`src/cdfa_pkg.sv`:
```
`default_nettype none
// ----------------------------------------------------------------------------
// Checked decimal fixed-point ALU package
// Item types, operation and status codes, and the internal stage records.
// ----------------------------------------------------------------------------
package cdfa_pkg;

    localparam int DEC_DIGITS = 9;
    localparam int QUOT_BITS  = 128;

    function automatic logic [63:0] pow10(input int digits);
        logic [63:0] s;
        s = 64'd1;
        for (int i = 0; i < 18; i++) begin
            if (i < digits) begin
                s = s * 64'd10;
            end
        end
        return s;
    endfunction

    localparam logic [63:0] SCALE    = pow10(DEC_DIGITS);
    localparam logic [63:0] MIN_I64  = 64'h8000_0000_0000_0000;

    localparam logic [2:0] OP_ADD = 3'd0;
    localparam logic [2:0] OP_SUB = 3'd1;
    localparam logic [2:0] OP_NEG = 3'd2;
    localparam logic [2:0] OP_MUL = 3'd3;
    localparam logic [2:0] OP_DIV = 3'd4;
    localparam logic [2:0] OP_CVT = 3'd5;

    localparam logic [1:0] ST_OK       = 2'd0;
    localparam logic [1:0] ST_OVERFLOW = 2'd1;
    localparam logic [1:0] ST_DIVZERO  = 2'd2;
    localparam logic [1:0] ST_RANGE    = 2'd3;

    typedef struct packed {
        logic [2:0]         operation;
        logic signed [63:0] lhs;
        logic signed [63:0] rhs;
    } t_in_item;

    typedef struct packed {
        logic signed [63:0] result;
        logic [1:0]         status;
    } t_out_item;

    typedef struct packed {
        logic        direct;
        logic [1:0]  status;
        logic [63:0] result;
        logic        neg;
        logic [1:0]  fail_code;
    } t_ctl;

    typedef struct packed {
        logic [63:0] ll;
        logic [63:0] lh;
        logic [63:0] hl;
        logic [63:0] hh;
        logic [63:0] divisor;
        t_ctl        ctl;
    } t_prod;

    typedef struct packed {
        logic [127:0] work;
        logic [63:0]  rem;
        logic [63:0]  divisor;
        t_ctl         ctl;
    } t_div;

endpackage
`default_nettype wire

```
`src/cdfa_cell.sv`:
```
`default_nettype none
// ----------------------------------------------------------------------------
// Divider cell
// One restoring division step: shifts in the next dividend bit, subtracts the
// divisor when it fits and shifts the quotient bit into the work word.
// ----------------------------------------------------------------------------
module cdfa_cell (
    input  wire logic           i_clk,
    input  wire logic           i_rst_n,
    input  wire logic           i_valid,
    output logic                o_ready,
    input  wire cdfa_pkg::t_div i_div,
    output logic                o_valid,
    input  wire logic           i_ready,
    output cdfa_pkg::t_div      o_div
);
    import cdfa_pkg::*;

    logic        r_valid;
    t_div        r_div;
    t_div        n_div;
    logic [64:0] t, diff;
    logic        ge;

    always_comb begin
        t     = {i_div.rem, i_div.work[127]};
        diff  = t - {1'b0, i_div.divisor};
        ge    = (t >= {1'b0, i_div.divisor});
        n_div = i_div;
        n_div.rem  = ge ? diff[63:0] : t[63:0];
        n_div.work = {i_div.work[126:0], ge};
    end

    assign o_ready = !r_valid || i_ready;

    always_ff @(posedge i_clk) begin
        if (!i_rst_n) begin
            r_valid <= 1'b0;
        end else if (o_ready) begin
            r_valid <= i_valid;
        end
    end

    always_ff @(posedge i_clk) begin
        if (o_ready && i_valid) begin
            r_div <= n_div;
        end
    end

    assign o_valid = r_valid;
    assign o_div   = r_div;
endmodule
`default_nettype wire

```
`config.mk`:
```
export PLATFORM = sky130hd
export DESIGN_NAME = cdfa_cell
export DESIGN_NICKNAME = d
export VERILOG_FILES = /design/src/cdfa_pkg.sv /design/src/cdfa_cell.sv
export SDC_FILE = /design/constraint.sdc
export NUM_CORES = 1
export LEC_CHECK = 0
export ABC_AREA = 1
export ABC_CLOCK_PERIOD_IN_PS = 45100
export BUFFER_PORTS_ARGS = -buffer_cell sky130_fd_sc_hd__buf_2
export CAP_MARGIN = 20
export CORE_AREA = 2 2 253 255
export DETAILED_ROUTE_END_ITERATION = 10
export DIE_AREA = 0 0 255 257
export PLACE_DENSITY = 0.62
export SKIP_LAST_GASP = 1
export SLEW_MARGIN = 5
export SYNTH_ARGS = -nofsm -noshare
export SYNTH_HDL_FRONTEND = slang
export SYNTH_SLANG_ARGS = --single-unit
export TNS_END_PERCENT = 50
```
`constraint.sdc`:
```
create_clock -name i_clk -period 45.1 [get_ports i_clk]
set_input_delay 9.02 -clock i_clk [delete_from_list [all_inputs] [get_ports i_clk]]
set_output_delay 9.02 -clock i_clk [all_outputs]
set_load 0.005 [all_outputs]
```
==> results.ini <==
[outcome]
status = completed

[placed_design]
dp.cells = 3388
dp_hpwl_mm = 69.3
portBuffers = 657
gp_congestion = 0.913
placed_cell_area_mm2 = 0.0215

[clock_tree]
clock_sinks = 327
htreeDepth = 2
clock_latency_ns = 0.58
ctsLongestPathBuffers = 3
cts_resized = 0
path_clk_slew_ns = 0.06
post_cts_buffers = 0
tritoncts = yes
hold_buffers = 0
clock-root-buffer = clkbuf_16
cts_made_buffers = 42

[grt]
grt_max_degree = 68
met1_usage = 0.275
top_usage_layer = met2
grt_pass1_wl_mm = 111
antenna_found_initial = 46
grtUsageMet2 = 0.429
grtUsageMet3 = 0.0720
gr-usage-all-layers = 0.244
grt_pass1_vias = 14700
grt-ovfl-total = 0

[synthesis]
synth_async_sr_flop_share = 0
yosysMostFrequentCell = nand2_1
avgSynthCellArea_um2 = 9.06
synth_nets = 2291
ys_seq_area_frac = 0.571
yosys.area.top_type = edfxtp_1
synth_edf_count = 326
synthTopCellsByArea = edfxtp_1 57%, nand2_1 14%, inv_1 8.0%, ha_1 4.7%, nand3_1 4.2%
ys_seq_elements = 327
ys.flop_type = edfxtp_1
syn_area_mm2 = 0.0172
synth_common_cells = 647 x nand2_1, 365 x inv_1, 326 x edfxtp_1
ys_warn_count = 0
synth_top_area_share = 0.570
synth_cells = 1896
netlist-cell-type-count = 40

[cells_and_area]
final_util = 0.365
fill_cells = 6605
layout.nets = 2981
final_cell_area_mm2 = 0.0229
register_area_mm2 = 0.00981
areaGrowthSynthToFinish_pct = 33.4
multi_input_area_mm2 = 0.00578
stdcell_count = 3483
drive_above_1_share = 0.319

[power]
p_per_area_mw_per_mm2 = 38.5
seqPwrFrac = 0.417
p_leak_nw = 11.5
power_frac_comb = 0.184
p_clk_frac = 0.399
p_sw_mw = 0.254
internal_power_mw = 0.629
p_sw_frac = 0.288
ir_worst_vdd_uv = 26.0

[floorplanning]
start_util = 0.274
core_mm2 = 0.0627
die_x_um = 255
die_y_um = 257
rows = 92
dieArea_mm2 = 0.0655
num_io_pins = 658

[critical_path]
cp_data_arrival_time_ns = 9.52
critPathKind = input pin to output pin
start_kind = input pin
cp_max_fo = 2
crit_required_ns = 36.08
cp-end-kind = output pin

[sta]
hold_ws_ns = 0.620
fmax_mhz = 53.9
worst_slew_pin_slew_ns = 0.896
rsz0062_at_grt = false
worst_clock_skew_ns = 0.00969
setup_viol = 0
hold_viol_final = 0
finalSetupTns_ns = 0
min_period_ns = 18.54
period_share = 0.411
drv_slew = 0
maxSlewHeadroom = 0.402

[route]
postRouteAntennaNets = 0
drc = 0
drtIter0Drc = 964
routedWlPerCell_um = 23.7
dr.pass1.iters = 5
viasPerCell = 4.38
vias = 15200
totalWireLength_mm = 82.5

[job]
drv_cap = 0

[min_path]
hold_class = flip-flop to flip-flop

## power groups by stage
stage / sequential [mW] / clock (mW) / combinational (mW)
2_1_floorplan: 0.388 / 0 / 0.0805
3_3_place_gp: 0.374 / 0 / 0.164
3_5_place_dp: 0.374 / 0 / 0.164
4_1_cts: 0.368 / 0.363 / 0.165
5_1_grt: 0.370 / 0.372 / 0.178
6_report: 0.368 / 0.352 / 0.162
## sequential cells by signal (all words and copies together) (netlist names)
signal,count
o_div,326
o_valid,1
## logic make-up (layout without fill, tap and decap cells)
group / count (synthesis) / in the layout / synth area share
AO/OA/AOI/OAI: 56 / 56 / 0.0178
XOR/XNOR: 31 / 31 / 0.0158
adder cells (fa/ha/maj): 65 / 65 / 0.0478
buffers and inverters: 408 / 1129 / 0.0936
flip-flops: 327 / 327 / 0.571
other: 0 / 20 / 0
AND/OR/NAND/NOR: 1009 / 1009 / 0.254
## per-layer routing
metal	up-vias	routed length, um	part of all wire
met5	-	168	0.0020
met4	26	3510	0.043
met3	147	7070	0.086
met2	556	40500	0.49
met1	7092	31200	0.38
li1	7427	-	-
## worst paths after layout
check	startpoint	end	slack, ns	cells after the start
setup / recovery	i_ready	o_ready	26.56	4
hold / removal	o_valid	o_valid	0.62	2
setup reg to reg	o_valid	o_div[187]	41.85	4
hold reg to reg	o_valid	o_valid	0.62	2
## through the flow
stage          setup WS, ns  total power, mW
2_1_floorplan         19.30            0.468
3_3_place_gp          26.56            0.538
3_5_place_dp          26.58            0.538
4_1_cts               26.58            0.896
5_1_grt               26.56            0.921
6_report              26.56            0.883
## cell type report
type,instances,area share
antenna,20,0.00218
multi-input combinational,1161,0.252
inverter,389,0.0637
clock buffer,44,0.0462
tap,846,0.0462
timing repair buffer,665,0.146
sequential,327,0.428
clock inverter,31,0.0159
## critical path, stage by stage
cell	delay, ns
buf_2	0.10
inv_1	0.14
nand2_1	0.11
buf_2	0.14
## cells in the final DEF, fill, tap and decap left out, drive strengths merged, types with 7 or more instances in the layout
cell type and instances:
bufinv 7, buf 665, ha 64, nand2 695, clkbuf 44, nor2 121
clkinv 21, edfxtp 326, o21ai 7, xor2 30, nor3 12, nand4 9
inv 389, nand3 146, a21oi 46, nand3b 13, diode 20
(Power assumes the default switching activity.)
