<file path="config.mk">
export PLATFORM = sky130hd
export DESIGN_NAME = cdfa_acc
export DESIGN_NICKNAME = d
export VERILOG_FILES = /design/src/cdfa_pkg.sv /design/src/cdfa_acc.sv
export SDC_FILE = /design/constraint.sdc
export NUM_CORES = 1
export LEC_CHECK = 0
export BUFFER_PORTS_ARGS = -buffer_cell sky130_fd_sc_hd__buf_2
export CAP_MARGIN = 20
export CORE_AREA = 2 2 285 287
export DETAILED_ROUTE_END_ITERATION = 8
export DIE_AREA = 0 0 287 289
export SLEW_MARGIN = 40
export SYNTH_ARGS = -nofsm -noshare
export SYNTH_HDL_FRONTEND = slang
export SYNTH_SLANG_ARGS = --single-unit
</file>
<file path="constraint.sdc">
create_clock -name i_clk -period 15.2 [get_ports i_clk]
set_input_delay 2.28 -clock i_clk [delete_from_list [all_inputs] [get_ports i_clk]]
set_output_delay 2.28 -clock i_clk [all_outputs]
set_load 0.005 [all_outputs]
</file>
<file path="src/cdfa_pkg.sv">
`default_nettype none
// ----------------------------------------------------------------------------
// Checked decimal fixed-point ALU package
// Item types, operation and status codes, and the internal stage records.
// ----------------------------------------------------------------------------
package cdfa_pkg;

    localparam int DEC_DIGITS = 9;
    localparam int QUOT_BITS  = 128;

    function automatic logic [63:0] pow10(input int digits);
        logic [63:0] s;
        s = 64'd1;
        for (int i = 0; i < 18; i++) begin
            if (i < digits) begin
                s = s * 64'd10;
            end
        end
        return s;
    endfunction

    localparam logic [63:0] SCALE    = pow10(DEC_DIGITS);
    localparam logic [63:0] MIN_I64  = 64'h8000_0000_0000_0000;

    localparam logic [2:0] OP_ADD = 3'd0;
    localparam logic [2:0] OP_SUB = 3'd1;
    localparam logic [2:0] OP_NEG = 3'd2;
    localparam logic [2:0] OP_MUL = 3'd3;
    localparam logic [2:0] OP_DIV = 3'd4;
    localparam logic [2:0] OP_CVT = 3'd5;

    localparam logic [1:0] ST_OK       = 2'd0;
    localparam logic [1:0] ST_OVERFLOW = 2'd1;
    localparam logic [1:0] ST_DIVZERO  = 2'd2;
    localparam logic [1:0] ST_RANGE    = 2'd3;

    typedef struct packed {
        logic [2:0]         operation;
        logic signed [63:0] lhs;
        logic signed [63:0] rhs;
    } t_in_item;

    typedef struct packed {
        logic signed [63:0] result;
        logic [1:0]         status;
    } t_out_item;

    typedef struct packed {
        logic        direct;
        logic [1:0]  status;
        logic [63:0] result;
        logic        neg;
        logic [1:0]  fail_code;
    } t_ctl;

    typedef struct packed {
        logic [63:0] ll;
        logic [63:0] lh;
        logic [63:0] hl;
        logic [63:0] hh;
        logic [63:0] divisor;
        t_ctl        ctl;
    } t_prod;

    typedef struct packed {
        logic [127:0] work;
        logic [63:0]  rem;
        logic [63:0]  divisor;
        t_ctl         ctl;
    } t_div;

endpackage
`default_nettype wire

</file>
<file path="src/cdfa_acc.sv">
`default_nettype none
// ----------------------------------------------------------------------------
// Product accumulate stage
// Sums the partial products into the 128-bit dividend for the divider chain.
// ----------------------------------------------------------------------------
module cdfa_acc (
    input  wire logic            i_clk,
    input  wire logic            i_rst_n,
    input  wire logic            i_valid,
    output logic                 o_ready,
    input  wire cdfa_pkg::t_prod i_prod,
    output logic                 o_valid,
    input  wire logic            i_ready,
    output cdfa_pkg::t_div       o_div
);
    import cdfa_pkg::*;

    logic  r_valid;
    t_div  r_div;
    t_div  n_div;

    always_comb begin
        n_div.work    = {64'd0, i_prod.ll} + {32'd0, i_prod.lh, 32'd0}
                      + {32'd0, i_prod.hl, 32'd0} + {i_prod.hh, 64'd0};
        n_div.rem     = 64'd0;
        n_div.divisor = i_prod.divisor;
        n_div.ctl     = i_prod.ctl;
    end

    assign o_ready = !r_valid || i_ready;

    always_ff @(posedge i_clk) begin
        if (!i_rst_n) begin
            r_valid <= 1'b0;
        end else if (o_ready) begin
            r_valid <= i_valid;
        end
    end

    always_ff @(posedge i_clk) begin
        if (o_ready && i_valid) begin
            r_div <= n_div;
        end
    end

    assign o_valid = r_valid;
    assign o_div   = r_div;
endmodule
`default_nettype wire

</file>
==> results.txt, run 1 <==
CP max stage delay: 0.53 ns
worst vdd ir: 0.0595 mV
top routing layer used: met5
CTS resizes: 0
max-slew violation count: 0
Place WS: 8.57 ns
Avg Inst Size Synth: 13.1 um^2
Met2 Routed Length: 31,700 um
clock sinks: 263
R2R Setup Slk: 12.80 ns
DRT Pass-1 Iters: 5
GRT Overall Usage: 0.148
worst skew pair latency: 0.55 ns
non-filler instance count after layout: 2,854
crit-path cells: buf_2 -> fa_1 -> ha_1 -> o21a_1 -> o21ai_0 -> a21oi_1 -> a21boi_0 -> o221ai_1 -> o2111a_1 -> o211a_1 -> o21ai_4 -> nor3_1 -> xor2_1
setup bufs post-CTS: 0
Critical Path Fanout Max: 15
CTS tree: done
post-synth cell types: 68
final hold viol count: 0
initial antenna violation count: 23
Area Overhead vs Synth: 37.3%
fraction of registers with async set or reset after synthesis: 0
Die Wd: 287 um
vias in the first global route: 11,400
max-cap check violation count: 0
die area: 82,900 um^2
CTS Hold Buffers Added: 0
Worst Hold Class: reg2reg
sequential cell area: 7890 um^2
Worst Tran Pin Value: 0.827 ns
Layout fillers: 8,575
Initial Util: 0.181
CP max-delay cell: o21ai_4
Post-synth EDFFs: 262
fraction of layout cells with a size suffix above 1: 0.417
Die Y: 289 um
register area share after synthesis: 0.545
Yosys reg bits: 263
DRT Wirelength: 65,100 um
nets@finish: 2,288
# H-tree levels: 2
routed wl met3: 6390 um
RSZ-0062 raised after global routing: no
WL per Instance: 22.8 um
top cells by count, synth: edfxtp_1 (262), a21oi_1 (81), buf_4 (65), fa_1 (65), nand2_1 (65)
Vias: 11,700
Final GP Congestion: 0.876
largest area contributor in the netlist: edfxtp_1
Met1 Wirelength: 24,900 um
Leakage: 0.00854 uW
first-pass GRT wire length: 86,600 um
critical path class: in2reg
Reg clk slew, reported paths: 0.06 ns
multi-input combinational cell area: 5960 um^2
Ys Warns: 0
worst r2r path cells: 4
Fin Setup TNS: 0 ns
top area cells in the synthesized netlist: edfxtp_1 (54%), fa_1 (9.0%), ha_1 (5.5%)
DRC: 0
worst path required time: 15.49 ns
port bufs: 657
DRT iter0 DRCs: 683
# IOs: 722
leading cell type by number of instances after synthesis: edfxtp_1
fin crit share: 0.401
placed insts: 2,787
Layout Skew: 0.0214 ns
ys flop type: edfxtp_1
dpl hpwl: 54,400 um
FMAX: 164 MHz
Num CTS Buffers: 36
Longest Clk Path Bufs: 3
Root Driver: clkbuf_16
hold path depth: 2
post-route ant nets: 0
# setup viols final: 0
fin crit period: 6.10 ns
status: completed
Worst Setup End Kind: register
PwrDens: 127 nW/um^2
cell count after synthesis: 1,102
core region area: 79,900 um^2
Via density: 4.09
max_slew headroom: 0.449
crit path DAT: 6.38 ns
Mapped Area: 14,500 um^2
final core occ: 0.249
area share of the largest cell type after synthesis: 0.543
Overflow after GRT: 0
largest net degree at the start of global routing: 71
setup ws final: 9.10 ns
Cell Rows: 104
CP Launch Type: input pin
report_power, final:
group	internal, uW	total, uW	switching [uW]
clock	525	895	370
sequential	910	931	20.8
combinational	270	703	433
worst max-delay path: cells and delay by family:
family,cells,cell delay (ns)
AOI/OAI and AO/OA,8,2.59
and+or+nand+nor,1,0.22
adders and majority gates,2,0.98
buffers and inverters,1,0.11
xor gates and xnor gates,1,0.18
sequential cells by signal, indices dropped and copies added (netlist names):
register	flops
o_div	262
o_valid	1
cell families (layout without fill, tap and decap cells):
kind of cell,Yosys count,in the layout,synth area share
AND/OR/NAND/NOR,232,232,0.0794
adder cells (fa/ha/maj),129,129,0.145
AO/OA/AOI/OAI,247,247,0.114
flip-flops,263,263,0.545
other,1,67,0.000259
XOR/XNOR,92,92,0.0556
buffers and inverters,138,764,0.0607
layout by cell type (no fill, tap or decap), types with 8 or more instances in the layout:
cell type / n
a21oi_1: 81
nand3_1: 24
nand4_1: 27
fa_1: 65
nor3_1: 17
edfxtp_1: 262
xnor2_1: 54
o21ai_0: 44
xor2_1: 38
nor2_1: 58
clkbuf_16: 36
ha_1: 64
buf_2: 657
a21o_1: 37
a31oi_1: 8
o21a_1: 10
o21bai_1: 14
inv_1: 36
nand2_1: 65
conb_1: 64
final cells by class:
cell class | count | area share
diodes | 3 | 0.000378
clock buffers | 39 | 0.0459
clock inverters | 25 | 0.0149
inverters | 36 | 0.00680
multi-input cells | 764 | 0.300
flip-flops and latches | 263 | 0.397
well taps | 1060 | 0.0667
repair buffers | 664 | 0.169
metrics by stage:
stage	total power, uW	hold WS [ns]	area [um^2]
2_1_floorplan	1360	0.537	14700
3_3_place_gp	1650	0.524	18600
3_5_place_dp	1650	0.532	18700
4_1_cts	2580	0.540	19900
5_1_grt	2670	0.577	19900
6_report	2530	0.545	19900
routing by layer:
layer	global-route usage	up-vias
met5	0	-
met4	0.0406	18
met3	0.0520	110
met2	0.257	604
met1	0.173	5676
li1	-	5278
final timing paths:
kind                   startpoint                   end
max reg2reg  o_valid$_SDFFE_PN0N_   o_div[88]$_DFFE_PP_
min          o_valid$_SDFFE_PN0N_  o_valid$_SDFFE_PN0N_
min reg2reg  o_valid$_SDFFE_PN0N_  o_valid$_SDFFE_PN0N_
max                   i_prod[210]  o_div[325]$_DFFE_PP_
Power figures use the tool's default switching activity.
==> run 2: changes to the inputs <==
CORE_AREA = 2 2 277 279   (was 2 2 285 287)
DIE_AREA = 0 0 279 281   (was 0 0 287 289)
clock period = 6 ns   (was 15.2 ns; I/O delays follow)
==> results.txt, run 2 (same netlist as run 1, synthesis figures left out) <==
initial antenna violation count: 26
# H-tree levels: 2
post-place instance area: 18,600 um^2
FMAX: 219 MHz
clock sinks: 263
fraction of layout cells with a size suffix above 1: 0.419
Overflow after GRT: 0
min-delay src: i_prod[114]
Via density: 4.19
CTS resizes: 0
Die Y: 281 um
GRT Overall Usage: 0.156
Layout Skew: 0.0249 ns
worst vdd ir: 0.169 mV
# IOs: 722
status: completed
largest net degree at the start of global routing: 116
Worst Setup SP: i_prod[207]
Leakage: 0.00853 uW
commonest non-fill, non-tap cell in the layout: buf_2
Reg clk slew, reported paths: 0.06 ns
CTS Hold Buffers Added: 0
critical path class: in2reg
worst path required time: 6.31 ns
vias in the first global route: 11,400
post-route ant nets: 0
max-slew violation count: 0
Final GP Congestion: 0.862
Root Driver: clkbuf_16
Cell Rows: 101
fin crit period: 4.57 ns
RSZ-0062 raised after global routing: no
WL per Instance: 23.0 um
Worst Hold Class: in2reg
port bufs: 657
Fin Setup TNS: 0 ns
setup bufs post-CTS: 0
Largest register FFs: 262
worst skew pair latency: 0.57 ns
first-pass GRT wire length: 85,700 um
nets@finish: 2,288
CP Launch Type: input pin
Worst Tran Pin Value: 0.807 ns
placed insts: 2,704
CTS tree: done
dpl hpwl: 53,100 um
Area Overhead vs Synth: 36.4%
die area: 78,400 um^2
core region area: 75,400 um^2
max-cap check violation count: 0
Power Total: 6350 uW
Critical Path Fanout Max: 7
design area: 19,800 um^2
Worst Setup End Kind: register
commonest cells after routing, fill and taps aside: buf_2 (657), edfxtp_1 (262), a21oi_1 (81)
final hold viol count: 0
Num CTS Buffers: 37
DRT iter0 DRCs: 566
DRC: 0
PwrDens: 321 nW/um^2
Reg-to-Reg Start: o_valid$_SDFFE_PN0N_
Initial Util: 0.192
max_slew headroom: 0.462
crit path DAT: 4.88 ns
# setup viols final: 0
fin crit share: 0.762
Longest Clk Path Bufs: 3
Die Wd: 279 um
Vias: 11,600
non-filler instance count after layout: 2,775
Layout fillers: 7,948
DRT Pass-1 Iters: 5
DRT Wirelength: 63,700 um
## run 2: cell types whose count changed in the layout (fill, tap and decap cells not counted), moves of 2 or more
cell,delta
clkinv_2,+4
bufinv_16,-2
clkinv_1,-2
buf_6,-4
inv_6,+3
clkinvlp_4,+4
buf_4,+2
clkinv_4,-3
## run 2: path summary, 6_finish.rpt
check	slack [ns]	depth (start not counted)	to
max	1.43	13	o_div[302]$_DFFE_PP_
min	0.52	1	o_div[114]$_DFFE_PP_
max reg2reg	3.86	3	o_div[65]$_DFFE_PP_
min reg2reg	0.55	2	o_valid$_SDFFE_PN0N_
## run 2: final cells by class
type	count	area, um^2	area share
sequential	263	7890	0.399
inverter	36	135	0.00684
clock inverter	28	263	0.0133
multi-input combinational	764	5960	0.302
tap	978	1220	0.0619
antenna	3	7.51	0.000380
clock buffer	40	937	0.0474
timing repair buffer	663	3350	0.169
## run 2: through the flow
stage	hold slack, ns	setup slack (ns)	utilization
finish	0.515	1.43	0.262
global route	0.472	1.25	0.262
CTS	0.463	1.53	0.262
detailed placement	0.529	0.912	0.246
global placement	0.515	1.00	0.246
floorplan	0.536	1.29	-
## run 2: worst max-delay path, cell delays in order
cell and delay (ns):
buf_2 0.11, fa_1 0.57, ha_1 0.47, nand2_1 0.09, o21ai_0 0.25, a211oi_1 0.14
o21ai_2 0.39, a32oi_2 0.26, a2111oi_4 0.59, o21ai_4 0.15, o41ai_4 0.59, nand3_1 0.18
xnor2_1 0.16
## run 2: power by group
part | total, uW | switching, uW | internal (uW)
registers | 2350 | 47.8 | 2300
clock network | 2220 | 940 | 1280
logic | 1780 | 1090 | 691
## run 2: routing by layer
layer  global-route usage  up-vias  share of wire
met1                0.171     5594           0.37
met2                0.269      597           0.49
li1                     -     5271              -
met3               0.0629      125          0.099
met5                    0        -         0.0033
met4               0.0580       34          0.040
